## src/sv/mmcs_pkg.sv

```systemverilog
// ----------------------------------------------------------------------------
// mmcs_pkg
// Shared types and constants for the min-max contrast stretch block.
// ----------------------------------------------------------------------------
package mmcs_pkg;

    localparam int unsigned PIX_W     = 8;
    localparam int unsigned NUM_W     = 2 * PIX_W;
    localparam int unsigned DIV_STEPS = PIX_W;
    localparam int unsigned CNT_W     = $clog2(DIV_STEPS);

    localparam logic [PIX_W-1:0] MIN_RESET = {PIX_W{1'b1}};
    localparam logic [PIX_W-1:0] MAX_RESET = {PIX_W{1'b0}};

    typedef enum logic [1:0] {
        ST_IDLE,
        ST_DIV,
        ST_DONE
    } t_state;

    // Controls broadcast from the sequencer to every channel lane.
    typedef struct packed {
        logic measure;
        logic restart;
        logic load;
        logic step;
    } t_lane_ctl;

endpackage

```

## src/sv/min_max_contrast_stretch.sv

```systemverilog
// ----------------------------------------------------------------------------
// min_max_contrast_stretch
// Per-channel min-max contrast stretch of RGB pixels with three channel lanes.
// ----------------------------------------------------------------------------
// Usage: pixels arrive on the input channel (i_valid / o_ready) together with
// an action bit. A measure request (action 0) folds the pixel into the running
// minimum and maximum of each channel; first_of_frame restarts them with this
// pixel. A measure request gives no result and keeps the sequencer idle, so a
// run of measure requests streams at one pixel per clock.
// An apply request (action 1) clamps each sample into the measured range and
// returns (v - min) * 255 / (max - min) per channel on the output channel
// (o_valid / i_ready). A channel whose max does not exceed its min gives zero.
// The three channels are worked by three lanes side by side; each lane owns a
// restoring divider that produces one quotient bit per cycle. Once an apply
// request is accepted the input stays closed through 8 divide steps and the
// final state, which moves the result into the output stage. The result is
// valid as the sequencer returns to idle, ready to take the next request.
// The output stage holds a finished result while the receiver stalls; a later
// apply request can then be divided, but waits in the final state until the
// output stage frees up. The input is not accepted during that wait.
// Reset (synchronous, active low) sets every minimum to 255 and every maximum
// to 0, empties the output stage and returns the sequencer to idle.
// ----------------------------------------------------------------------------
module min_max_contrast_stretch
    import mmcs_pkg::*;
(
    input  logic       i_clk,
    input  logic       i_rst_n,
    input  logic       i_valid,
    output logic       o_ready,
    input  logic       i_action,
    input  logic       i_first_of_frame,
    input  logic [7:0] i_blue_in,
    input  logic [7:0] i_green_in,
    input  logic [7:0] i_red_in,
    output logic       o_valid,
    input  logic       i_ready,
    output logic [7:0] o_blue_out,
    output logic [7:0] o_green_out,
    output logic [7:0] o_red_out
);

    t_state           r_state, n_state;
    logic [CNT_W-1:0] r_cnt, n_cnt;
    logic             r_out_valid, n_out_valid;
    logic [PIX_W-1:0] r_blue, r_green, r_red;

    logic             in_fire;
    logic             out_free;
    logic             out_load;
    t_lane_ctl        lane_ctl;
    logic [PIX_W-1:0] blue_quo, green_quo, red_quo;

    assign in_fire  = i_valid && o_ready;
    assign out_free = !r_out_valid || i_ready;

    // Next state of the sequencer.
    always_comb begin
        n_state = r_state;
        unique case (r_state)
            ST_IDLE: begin
                if (in_fire && i_action) begin
                    n_state = ST_DIV;
                end
            end
            ST_DIV: begin
                if (r_cnt == CNT_W'(DIV_STEPS - 1)) begin
                    n_state = ST_DONE;
                end
            end
            ST_DONE: begin
                if (out_free) begin
                    n_state = ST_IDLE;
                end
            end
            default: n_state = ST_IDLE;
        endcase
    end

    // Sequencer outputs: handshake, lane controls and the step counter.
    always_comb begin
        o_ready          = 1'b0;
        lane_ctl.measure = 1'b0;
        lane_ctl.restart = i_first_of_frame;
        lane_ctl.load    = 1'b0;
        lane_ctl.step    = 1'b0;
        out_load         = 1'b0;
        n_cnt            = r_cnt;
        unique case (r_state)
            ST_IDLE: begin
                o_ready          = 1'b1;
                lane_ctl.measure = i_valid && !i_action;
                lane_ctl.load    = i_valid && i_action;
                n_cnt            = '0;
            end
            ST_DIV: begin
                lane_ctl.step = 1'b1;
                n_cnt         = r_cnt + CNT_W'(1);
            end
            ST_DONE: begin
                out_load = out_free;
            end
            default: begin
                n_cnt = '0;
            end
        endcase
    end

    // Output stage valid flag.
    always_comb begin
        n_out_valid = r_out_valid;
        if (out_load) begin
            n_out_valid = 1'b1;
        end else if (i_ready) begin
            n_out_valid = 1'b0;
        end
    end

    always_ff @(posedge i_clk) begin
        if (!i_rst_n) begin
            r_state     <= ST_IDLE;
            r_cnt       <= '0;
            r_out_valid <= 1'b0;
        end else begin
            r_state     <= n_state;
            r_cnt       <= n_cnt;
            r_out_valid <= n_out_valid;
        end
    end

    // Merge stage: the three lane results enter the output register together.
    always_ff @(posedge i_clk) begin
        if (out_load) begin
            r_blue  <= blue_quo;
            r_green <= green_quo;
            r_red   <= red_quo;
        end
    end

    mmcs_lane u_lane_blue (
        .i_clk    (i_clk),
        .i_rst_n  (i_rst_n),
        .i_ctl    (lane_ctl),
        .i_sample (i_blue_in),
        .o_quo    (blue_quo)
    );

    mmcs_lane u_lane_green (
        .i_clk    (i_clk),
        .i_rst_n  (i_rst_n),
        .i_ctl    (lane_ctl),
        .i_sample (i_green_in),
        .o_quo    (green_quo)
    );

    mmcs_lane u_lane_red (
        .i_clk    (i_clk),
        .i_rst_n  (i_rst_n),
        .i_ctl    (lane_ctl),
        .i_sample (i_red_in),
        .o_quo    (red_quo)
    );

    assign o_valid     = r_out_valid;
    assign o_blue_out  = r_blue;
    assign o_green_out = r_green;
    assign o_red_out   = r_red;

endmodule

```

## src/sv/mmcs_lane.sv

```systemverilog
// ----------------------------------------------------------------------------
// mmcs_lane
// One color channel: running min/max tracking and a bit-serial stretch divider.
// ----------------------------------------------------------------------------
module mmcs_lane
    import mmcs_pkg::*;
(
    input  logic             i_clk,
    input  logic             i_rst_n,
    input  t_lane_ctl        i_ctl,
    input  logic [PIX_W-1:0] i_sample,
    output logic [PIX_W-1:0] o_quo
);

    logic [PIX_W-1:0] r_min, n_min;
    logic [PIX_W-1:0] r_max, n_max;
    logic [NUM_W-1:0] r_acc, n_acc;
    logic [PIX_W-1:0] r_den, n_den;
    logic             r_flat, n_flat;

    logic [PIX_W-1:0] clamped;
    logic [PIX_W-1:0] diff;
    logic [NUM_W-1:0] scaled;
    logic [PIX_W:0]   trial;
    logic             fits;
    logic [PIX_W:0]   rem_next;

    // Statistics update for a measure request.
    always_comb begin
        n_min = r_min;
        n_max = r_max;
        if (i_ctl.measure) begin
            if (i_ctl.restart) begin
                n_min = i_sample;
                n_max = i_sample;
            end else begin
                if (i_sample < r_min) begin
                    n_min = i_sample;
                end
                if (i_sample > r_max) begin
                    n_max = i_sample;
                end
            end
        end
    end

    // Clamp into the measured range and scale by full scale (x*256 - x).
    always_comb begin
        clamped = i_sample;
        if (i_sample < r_min) begin
            clamped = r_min;
        end
        if (i_sample > r_max) begin
            clamped = r_max;
        end
        diff   = clamped - r_min;
        scaled = {diff, {PIX_W{1'b0}}} - {{PIX_W{1'b0}}, diff};
    end

    // Restoring division, one quotient bit per step. The quotient never
    // exceeds full scale, so the upper half of the dividend is already
    // below the divisor and only the lower half needs shifting in.
    always_comb begin
        trial    = {r_acc[NUM_W-1:PIX_W], r_acc[PIX_W-1]};
        fits     = (trial >= {1'b0, r_den});
        rem_next = fits ? (trial - {1'b0, r_den}) : trial;
        n_acc    = r_acc;
        n_den    = r_den;
        n_flat   = r_flat;
        if (i_ctl.load) begin
            n_acc  = scaled;
            n_den  = r_max - r_min;
            n_flat = (r_max <= r_min);
        end else if (i_ctl.step) begin
            n_acc = {rem_next[PIX_W-1:0], r_acc[PIX_W-2:0], fits};
        end
    end

    always_ff @(posedge i_clk) begin
        if (!i_rst_n) begin
            r_min <= MIN_RESET;
            r_max <= MAX_RESET;
        end else begin
            r_min <= n_min;
            r_max <= n_max;
        end
    end

    always_ff @(posedge i_clk) begin
        r_acc  <= n_acc;
        r_den  <= n_den;
        r_flat <= n_flat;
    end

    assign o_quo = r_flat ? {PIX_W{1'b0}} : r_acc[PIX_W-1:0];

endmodule

```

## config.mk

```make
export PLATFORM = sky130hd
export DESIGN_NAME = min_max_contrast_stretch
export DESIGN_NICKNAME = d
export VERILOG_FILES = /design/src/sv/mmcs_pkg.sv /design/src/sv/min_max_contrast_stretch.sv /design/src/sv/mmcs_lane.sv
export SDC_FILE = /design/constraint.sdc
export NUM_CORES = 1
export LEC_CHECK = 0
export BUFFER_PORTS_ARGS = -buffer_cell sky130_fd_sc_hd__buf_2
export CAP_MARGIN = 20
export CORE_UTILIZATION = 48
export CTS_CLUSTER_DIAMETER = 200
export DETAILED_ROUTE_END_ITERATION = 12
export MAX_ROUTING_LAYER = met4
export PLACE_DENSITY = 0.76
export SLEW_MARGIN = 20
export SYNTH_ARGS = -nofsm -noshare
export SYNTH_HDL_FRONTEND = slang
export SYNTH_HIERARCHICAL = 1
export SYNTH_SLANG_ARGS = --single-unit
```

## constraint.sdc

```tcl
create_clock -name i_clk -period 5.95 [get_ports i_clk]
set_input_delay 0.595 -clock i_clk [delete_from_list [all_inputs] [get_ports i_clk]]
set_output_delay 0.595 -clock i_clk [all_outputs]
set_load 0.02 [all_outputs]
```

==> results of run 1 <==
-- final timing paths --
path	start	end	slack [ns]
setup / recovery	u_lane_red/r_min[1]	u_lane_red/r_acc[8]	1.16
hold / removal	i_red_in[2]	u_lane_red/r_min[2]	0.46
setup reg to reg	u_lane_red/r_min[1]	u_lane_red/r_acc[8]	1.16
hold reg to reg	u_lane_blue/r_min[3]	u_lane_blue/r_min[3]	0.48
-- stage by stage --
stage / utilization / area (um2) / setup WS [ns] / cells / power [mW]
floorplan: - / 11000 / 1.53 / 1175 / 2.22
global placement: 0.515 / 11600 / 1.07 / 1499 / 2.46
detailed placement: 0.515 / 11600 / 1.00 / 1499 / 2.50
CTS: 0.543 / 12200 / 1.21 / 1531 / 3.67
global route: 0.543 / 12300 / 0.788 / 1531 / 3.87
finish: 0.543 / 12300 / 1.16 / 1531 / 3.67
-- critical path: stages (launching register included) --
cell and delay, ns:
dfxtp_1 0.46, inv_1 0.14, ha_1 0.20, a21o_1 0.15, a31oi_1 0.15, o21ai_1 0.12
a221oi_2 0.62, mux2i_1 0.16, o21ai_0 0.27, inv_1 0.10, fa_1 0.45, nand2b_1 0.18
a21o_1 0.17, a311oi_1 0.31, o21ai_1 0.17, or3_1 0.37, or4_1 0.41, a31oi_1 0.19
-- sequential cells by signal (all words and copies together) (netlist names), 2 cells and up --
name	cells
r_state	2
u_lane_red/r_acc	16
u_lane_blue/r_max	8
u_lane_blue/r_den	8
r_cnt	3
u_lane_green/r_acc	16
o_blue_out	8
u_lane_green/r_max	8
o_green_out	8
u_lane_red/r_min	8
u_lane_green/r_den	8
u_lane_blue/r_acc	16
u_lane_red/r_den	8
u_lane_red/r_max	8
u_lane_green/r_min	8
u_lane_blue/r_min	8
o_red_out	8
-- per-layer routing --
metal,vias to the layer above,wire [um]
met3,30,1190
met4,0,380
met5,-,0
li1,4352,-
met1,4127,11600
met2,234,11500
-- cells by family (layout without fill, tap and decap cells) --
kind of cell / count (synthesis) / in the layout / share of synthesized area
and+or+nand+nor: 368 / 368 / 0.172
AOI/OAI and AO/OA: 295 / 295 / 0.176
DFF: 153 / 153 / 0.368
buffers and inverters: 130 / 201 / 0.0453
adders and majority gates: 128 / 128 / 0.151
muxes: 58 / 58 / 0.0535
xor gates and xnor gates: 43 / 43 / 0.0349
-- cell usage after synthesis (all sizes together), types with 12 or more instances --
cell,number
nor2,94
nor2b,65
mux2i,51
inv,106
clkbuf,17
a21o,15
ha,119
xnor2,23
nand2,85
nor3,12
nand2b,25
xor2,20
nand4,18
edfxtp,99
dfxtp,54
o21ai,88
or3,12
nand3b,12
o21a,14
nand3,12
a21oi,79
a21boi,14
-- power by group --
| group | switching (mW) | internal, mW | leakage, nW |
|---|---|---|---|
| logic | 0.680 | 0.502 | 3.68 |
| clock network | 0.485 | 0.676 | 0.300 |
| registers | 0.0577 | 1.27 | 1.39 |
| total | 1.22 | 2.44 | 5.38 |
-- layout make-up --
type	count	area, um2
Inverter	108	405
Fill cell	1957	10300
Clock inverter	15	198
Clock buffer	17	425
Tap cell	285	357
Sequential cell	153	4050
Timing Repair Buffer	61	320
Multi-Input combinational cell	892	6500
==> results.ini, run 1 <==
[status]
status=finished clean

[hold_path]
hold_path_depth=3
min_path_type=input pin to register

[synthesis]
ys_ff_latch=153
synth_largest_area_cell=edfxtp_1
post-synth-top-area-fraction=0.270
yosys_warnings=6
yosysUniqueCellTypes=87
syn-num-nets=1333
synthCells=1175
ys.flop_type=edfxtp_1
synth_edf_count=99
yosys-top-cells-area=edfxtp_1 27%, ha_1 14%, dfxtp_1 9.8%
syn-cell-area_um2=11000
synthArstFlopShare=0
avgSynthCellArea_um2=9.38
ys_seq_area_frac=0.368

[placement]
dp_hpwl_um=18600
portBuffers=55
routabilityCongestion=0.920

[layout]
final_common_cell=ha_1
layout.nets=1391
area.growth.synth_to_final_pct=11.3
diodes=0
most-common-layout-cells=119 x ha_1, 106 x inv_1, 99 x edfxtp_1
drive_gt1_frac=0.111

[global_routing]
track_usage=0.221
antenna_found_initial=0
grt_pass1_wl_um=41000
grt.overflow.total=0
use_met3=0.0310
grt_max_degree=65
busiest_layer=met2
grt_pass1_vias=8299
grtUsageMet1=0.290
use_met2=0.350

[timing]
slew_violations=0
tns_ns=0
rsz0062_at_grt=no
setup_viol=0
timing.hold.ws_ns=0.457
timing.final.crit_period_ns=4.79
fmax_mhz=209
finalHoldViolCount=0
period_share=0.806
skew_ns=0.00991
tightest_slew_ns=1.02
relSlewSlack=0.314

[route]
vias_per_cell=5.71
wl_um=24700
drt-pass1-iter-count=8
wl_per_cell_um=16.1
drc=0
routed-via-count=8743
ant_nets=0
first_iter_violations=687

[cts]
postCtsSetupBuffers=0
clkLatencyLatePin_ns=0.43
htreeDepth=4
clk_transition_reported_paths_ns=0.07
cts_buffers=17
root_buffer=clkbuf_16
ctsHoldBuffers=0
cts_tree=done
ctsResizeCount=0
cts.sinks=153
cts_buffer_depth=2

[setup_path]
worst_setup_path_end_kind=register
crit_required_ns=6.22
r2r_cells=17
worstPathArrival_ns=5.06
startpoint_type=register
crit_fanout=5
path_class=register to register

[floorplan]
num_io_pins=56
die_h_um=154
initial_core_util=0.488
core_area_um2=22600
die_w_um=154
die_area_um2=23600
rows=55

[power_and_ir_drop]
peakVddDrop_mv=0.226
pwr_density_cell_nw_per_um2=299
power.leakage_nw=5.38

[flow_run]
cap_violations=0

No activity file was read; power rests on OpenSTA's default activity.
==> run 2: changes to the inputs <==
==> constraint.sdc (replaced) <==
create_clock -name i_clk -period 4.5 [get_ports i_clk]
set_input_delay 0.45 -clock i_clk [delete_from_list [all_inputs] [get_ports i_clk]]
set_output_delay 0.45 -clock i_clk [all_outputs]
set_load 0.02 [all_outputs]
==> results.ini, run 2 (same netlist as run 1, synthesis figures left out) <==
[layout]
utilization=0.560
most-common-layout-cells=119 x ha_1, 105 x inv_1, 99 x edfxtp_1
layout.nets=1436
top_regs=u_lane_blue/r_acc x16, u_lane_green/r_acc x16, u_lane_red/r_acc x16
diodes=0
final_common_cell=ha_1
area.growth.synth_to_final_pct=14.6
nFillCells=1963
drive_gt1_frac=0.146
final_cells=1576

[setup_path]
worst_setup_path_end_kind=register
worstPathArrival_ns=4.58
crit_required_ns=4.77
endpoint=u_lane_red/r_acc[8]
r2r_slack_ns=0.19
crit_path_start=u_lane_red/r_min[2]
r2r_cells=18
r2r-end=u_lane_red/r_acc[8]
timing.rr.start=u_lane_red/r_min[2]
path_class=register to register
crit_fanout=5
startpoint_type=register

[timing]
timing.final.crit_period_ns=4.31
setup_viol=0
period_share=0.958
finalHoldViolCount=0
slew_violations=0
relSlewSlack=0.294
rsz0062_at_grt=no
skew_ns=0.0101
tightest_slew_ns=1.05
fmax_mhz=232

[route]
routed-via-count=8966
ant_nets=0
drt-pass1-iter-count=5
vias_per_cell=5.69
drc=0
first_iter_violations=582
wl_per_cell_um=15.9
wl_um=25000

[global_routing]
use_met3=0.0333
grt_pass1_vias=8540
antenna_found_initial=0
busiest_layer=met2
grtUsageMet1=0.293
use_met2=0.358
grt_pass1_wl_um=41400
track_usage=0.223
grt.overflow.total=0
grt_max_degree=55

[floorplan]
rows=55
core_area_um2=22600
num_io_pins=56
initial_core_util=0.488
die_area_um2=23600
die_h_um=154
die_w_um=154

[status]
status=finished clean

[power_and_ir_drop]
pwr_density_cell_nw_per_um2=390
power.leakage_nw=5.60
peakVddDrop_mv=0.285

[cts]
htreeDepth=4
clk_transition_reported_paths_ns=0.07
cts_buffers=17
clkLatencyLatePin_ns=0.43
cts.sinks=153
cts_tree=done
root_buffer=clkbuf_16
cts_buffer_depth=2

[placement]
dp_hpwl_um=19100
portBuffers=55
routabilityCongestion=0.914
numPlacedInstances=1542

[hold_path]
min_path_type=input pin to register

[flow_run]
cap_violations=0

## run 2: cell count changes in the layout (fill, tap and decap cells not counted), moves of 2 or more
cell	before	now
buf_4	6	51
o21ai_0	75	72
clkinv_4	1	3
clkinvlp_4	2	4
inv_6	7	1
clkbuf_1	0	2
o21ai_1	9	12
## run 2: critical path, cell delays in order (launching register included)
cell       delay, ns
dfxtp_2         0.35
inv_2           0.07
ha_1            0.29
a21o_1          0.18
a31oi_1         0.18
o21ai_1         0.12
a221oi_2        0.29
buf_4           0.21
buf_4           0.13
mux2i_1         0.18
o21ai_0         0.10
ha_1            0.35
o21ai_0         0.26
a2111oi_0       0.13
a311oi_2        0.27
o21ai_1         0.14
or3_1           0.35
or4_1           0.40
a31oi_1         0.17
## run 2: where the power goes
group          switching [mW]  internal, mW
Combinational           0.918         0.731
Sequential             0.0747          1.68
Clock                   0.597         0.936
Total                    1.59          3.34
## run 2: metal layers
metal,wire (um),part of all wire
met5,0,0
met4,463,0.018
met3,1210,0.048
met2,11700,0.47
met1,11700,0.47
## run 2: cell type report
class                      count  area, um2  area share
multi-input combinational    892       6530       0.517
sequential                   153       4060       0.321
timing repair buffer         106        658      0.0521
clock buffer                  19        433      0.0343
inverter                     108        405      0.0321
tap                          285        357      0.0282
clock inverter                13        196      0.0155
## run 2: what timing repair did
action	in CTS	in global routing
hold buffers	0	0
setup endpoints to repair	0	26
resized for setup	0	14
setup buffers	0	2
hold endpoints to repair	0	0
## run 2: worst min-delay path by stage
stage	from	end	depth (start not counted)
floorplan	u_lane_blue/r_min[2]	u_lane_blue/r_min[2]	2
global placement	u_lane_blue/r_min[6]	u_lane_blue/r_min[6]	2
detailed placement	u_lane_blue/r_min[2]	u_lane_blue/r_min[2]	2
CTS	i_red_in[3]	u_lane_red/r_min[3]	3
global route	i_red_in[3]	u_lane_red/r_min[3]	3
finish	i_red_in[5]	u_lane_red/r_min[5]	3
## run 2: metrics by stage
stage / hold WS (ns) / TNS, ns / cell area [um2] / total power [mW] / worst slack, ns
finish: 0.321 / 0 / 12600 / 4.93 / 0.189
global route: 0.328 / 0 / 12600 / 5.21 / 0.00323
CTS: 0.306 / 0 / 12600 / 4.92 / 0.0431
detailed placement: 0.462 / -0.343 / 11900 / 3.38 / -0.126
global placement: 0.456 / -0.0568 / 11900 / 3.33 / -0.0276
floorplan: 0.445 / 0 / 11000 / 2.94 / 0.222
==> run 3: changes to the inputs <==
==> constraint.sdc (replaced) <==
create_clock -name i_clk -period 5.18 [get_ports i_clk]
set_input_delay 0.518 -clock i_clk [delete_from_list [all_inputs] [get_ports i_clk]]
set_output_delay 0.518 -clock i_clk [all_outputs]
set_load 0.02 [all_outputs]
==> results.ini, run 3 (same netlist as run 1, synthesis figures left out) <==
[global_routing]
antenna_found_initial=0
grt.overflow.total=0
grt_max_degree=71
grt_pass1_wl_um=41000
track_usage=0.221
grt_pass1_vias=8447

[hold_path]
holdCritStartpoint=i_valid
min_path_type=input pin to register
hold_path_depth=3
holdPathEnd=r_state[0]

[setup_path]
r2r_slack_ns=0.41
timing.rr.start=u_lane_blue/r_min[1]
path_class=register to register
startpoint_type=register
r2r_cells=17
worst_setup_path_end_kind=register
r2r-end=u_lane_blue/r_acc[13]
crit_required_ns=5.33
worstPathArrival_ns=4.91
crit_fanout=14

[placement]
place_ws_ns=0.397
dp_hpwl_um=18500
portBuffers=55
routabilityCongestion=0.927

[power_and_ir_drop]
power.leakage_nw=5.36
peakVddDrop_mv=0.200
pwr_density_cell_nw_per_um2=336
p_total_mw=4.11

[timing]
finalHoldViolCount=0
timing.final.crit_period_ns=4.77
slew_violations=0
rsz0062_at_grt=no
fmax_mhz=210
setup_viol=0
tightest_slew_ns=1.08
tns_ns=0
setup_ws_ns=0.412
skew_ns=0.00837
period_share=0.920
relSlewSlack=0.278

[route]
drt-pass1-iter-count=5
routed-via-count=8748
wl_per_cell_um=16.1
wl_um=24700
drc=0
ant_nets=0
first_iter_violations=622
vias_per_cell=5.71

[layout]
diodes=0
drive_gt1_frac=0.111
layout.nets=1392
area.growth.synth_to_final_pct=10.9
most-common-layout-cells=119 x ha_1, 106 x inv_1, 99 x edfxtp_1
utilization=0.541
top_regs=u_lane_blue/r_acc x16, u_lane_green/r_acc x16, u_lane_red/r_acc x16
final_common_cell=ha_1

[cts]
root_buffer=clkbuf_16
cts_buffers=17
cts.sinks=153
cts_tree=done
clkLatencyLatePin_ns=0.43
postCtsSetupBuffers=0
htreeDepth=4
ctsHoldBuffers=0
clk_transition_reported_paths_ns=0.07
cts_buffer_depth=2
ctsResizeCount=0

[status]
status=finished clean

[floorplan]
num_io_pins=56
die_h_um=154
die_w_um=154
core_area_um2=22600
rows=55
initial_core_util=0.488
die_area_um2=23600

[flow_run]
cap_violations=0

==> run 3: changes by cell type in the layout (fill, tap and decap cells not counted), moves of 2 or more <==
cell | before | now
clkbuf_1 | 2 | 0
buf_4 | 51 | 7
o21ai_1 | 12 | 9
inv_6 | 1 | 5
o21ai_0 | 72 | 75
bufinv_16 | 4 | 1
==> run 3: worst max path at each step <==
| stage | end | from | cells after the start |
|---|---|---|---|
| floorplan | u_lane_blue/r_acc[9] | i_blue_in[3] | 16 |
| global placement | u_lane_blue/r_acc[13] | i_blue_in[3] | 17 |
| detailed placement | u_lane_blue/r_acc[13] | i_blue_in[2] | 17 |
| CTS | u_lane_blue/r_acc[13] | u_lane_blue/r_min[1] | 17 |
| global route | u_lane_blue/r_acc[13] | u_lane_blue/r_min[1] | 17 |
| finish | u_lane_blue/r_acc[13] | u_lane_blue/r_min[1] | 17 |
==> run 3: critical path: stages, from the launching register on <==
cell	delay [ns]
dfxtp_1	0.43
inv_1	0.14
ha_1	0.29
a2111o_1	0.39
a31o_2	0.36
nor2_1	0.12
a21oi_1	0.05
o21ai_0	0.25
inv_1	0.10
fa_1	0.44
nor2b_1	0.11
o21ai_0	0.09
a21boi_0	0.34
or4b_2	0.19
o2111ai_1	0.29
or3_2	0.64
nor2_1	0.16
o22ai_1	0.11
==> run 3: stage by stage <==
| step | hold WS (ns) | area [um2] | std cells |
|---|---|---|---|
| finish | 0.382 | 12200 | 1532 |
| global route | 0.383 | 12200 | 1532 |
| CTS | 0.367 | 12200 | 1532 |
| detailed placement | 0.462 | 11600 | 1500 |
| global placement | 0.458 | 11600 | 1500 |
| floorplan | 0.445 | 11000 | 1175 |
==> run 3: where the power goes <==
part | switching (mW) | internal (mW)
combinational | 0.779 | 0.578
sequential | 0.0698 | 1.46
clock | 0.542 | 0.686
total | 1.39 | 2.72
==> run 3: final cells by class <==
class / count / area (um2)
inverters: 108 / 405
flip-flops and latches: 153 / 4050
well taps: 285 / 357
repair buffers: 62 / 328
clock inverters: 14 / 139
multi-input cells: 892 / 6500
clock buffers: 18 / 439
fillers: 2018 / 10400
==> run 3: layer usage <==
metal  GRT usage  routed length [um]
met3      0.0290                1050
met4      0.0705                 434
met5           -                   0
met1       0.283               11500
met2       0.365               11800
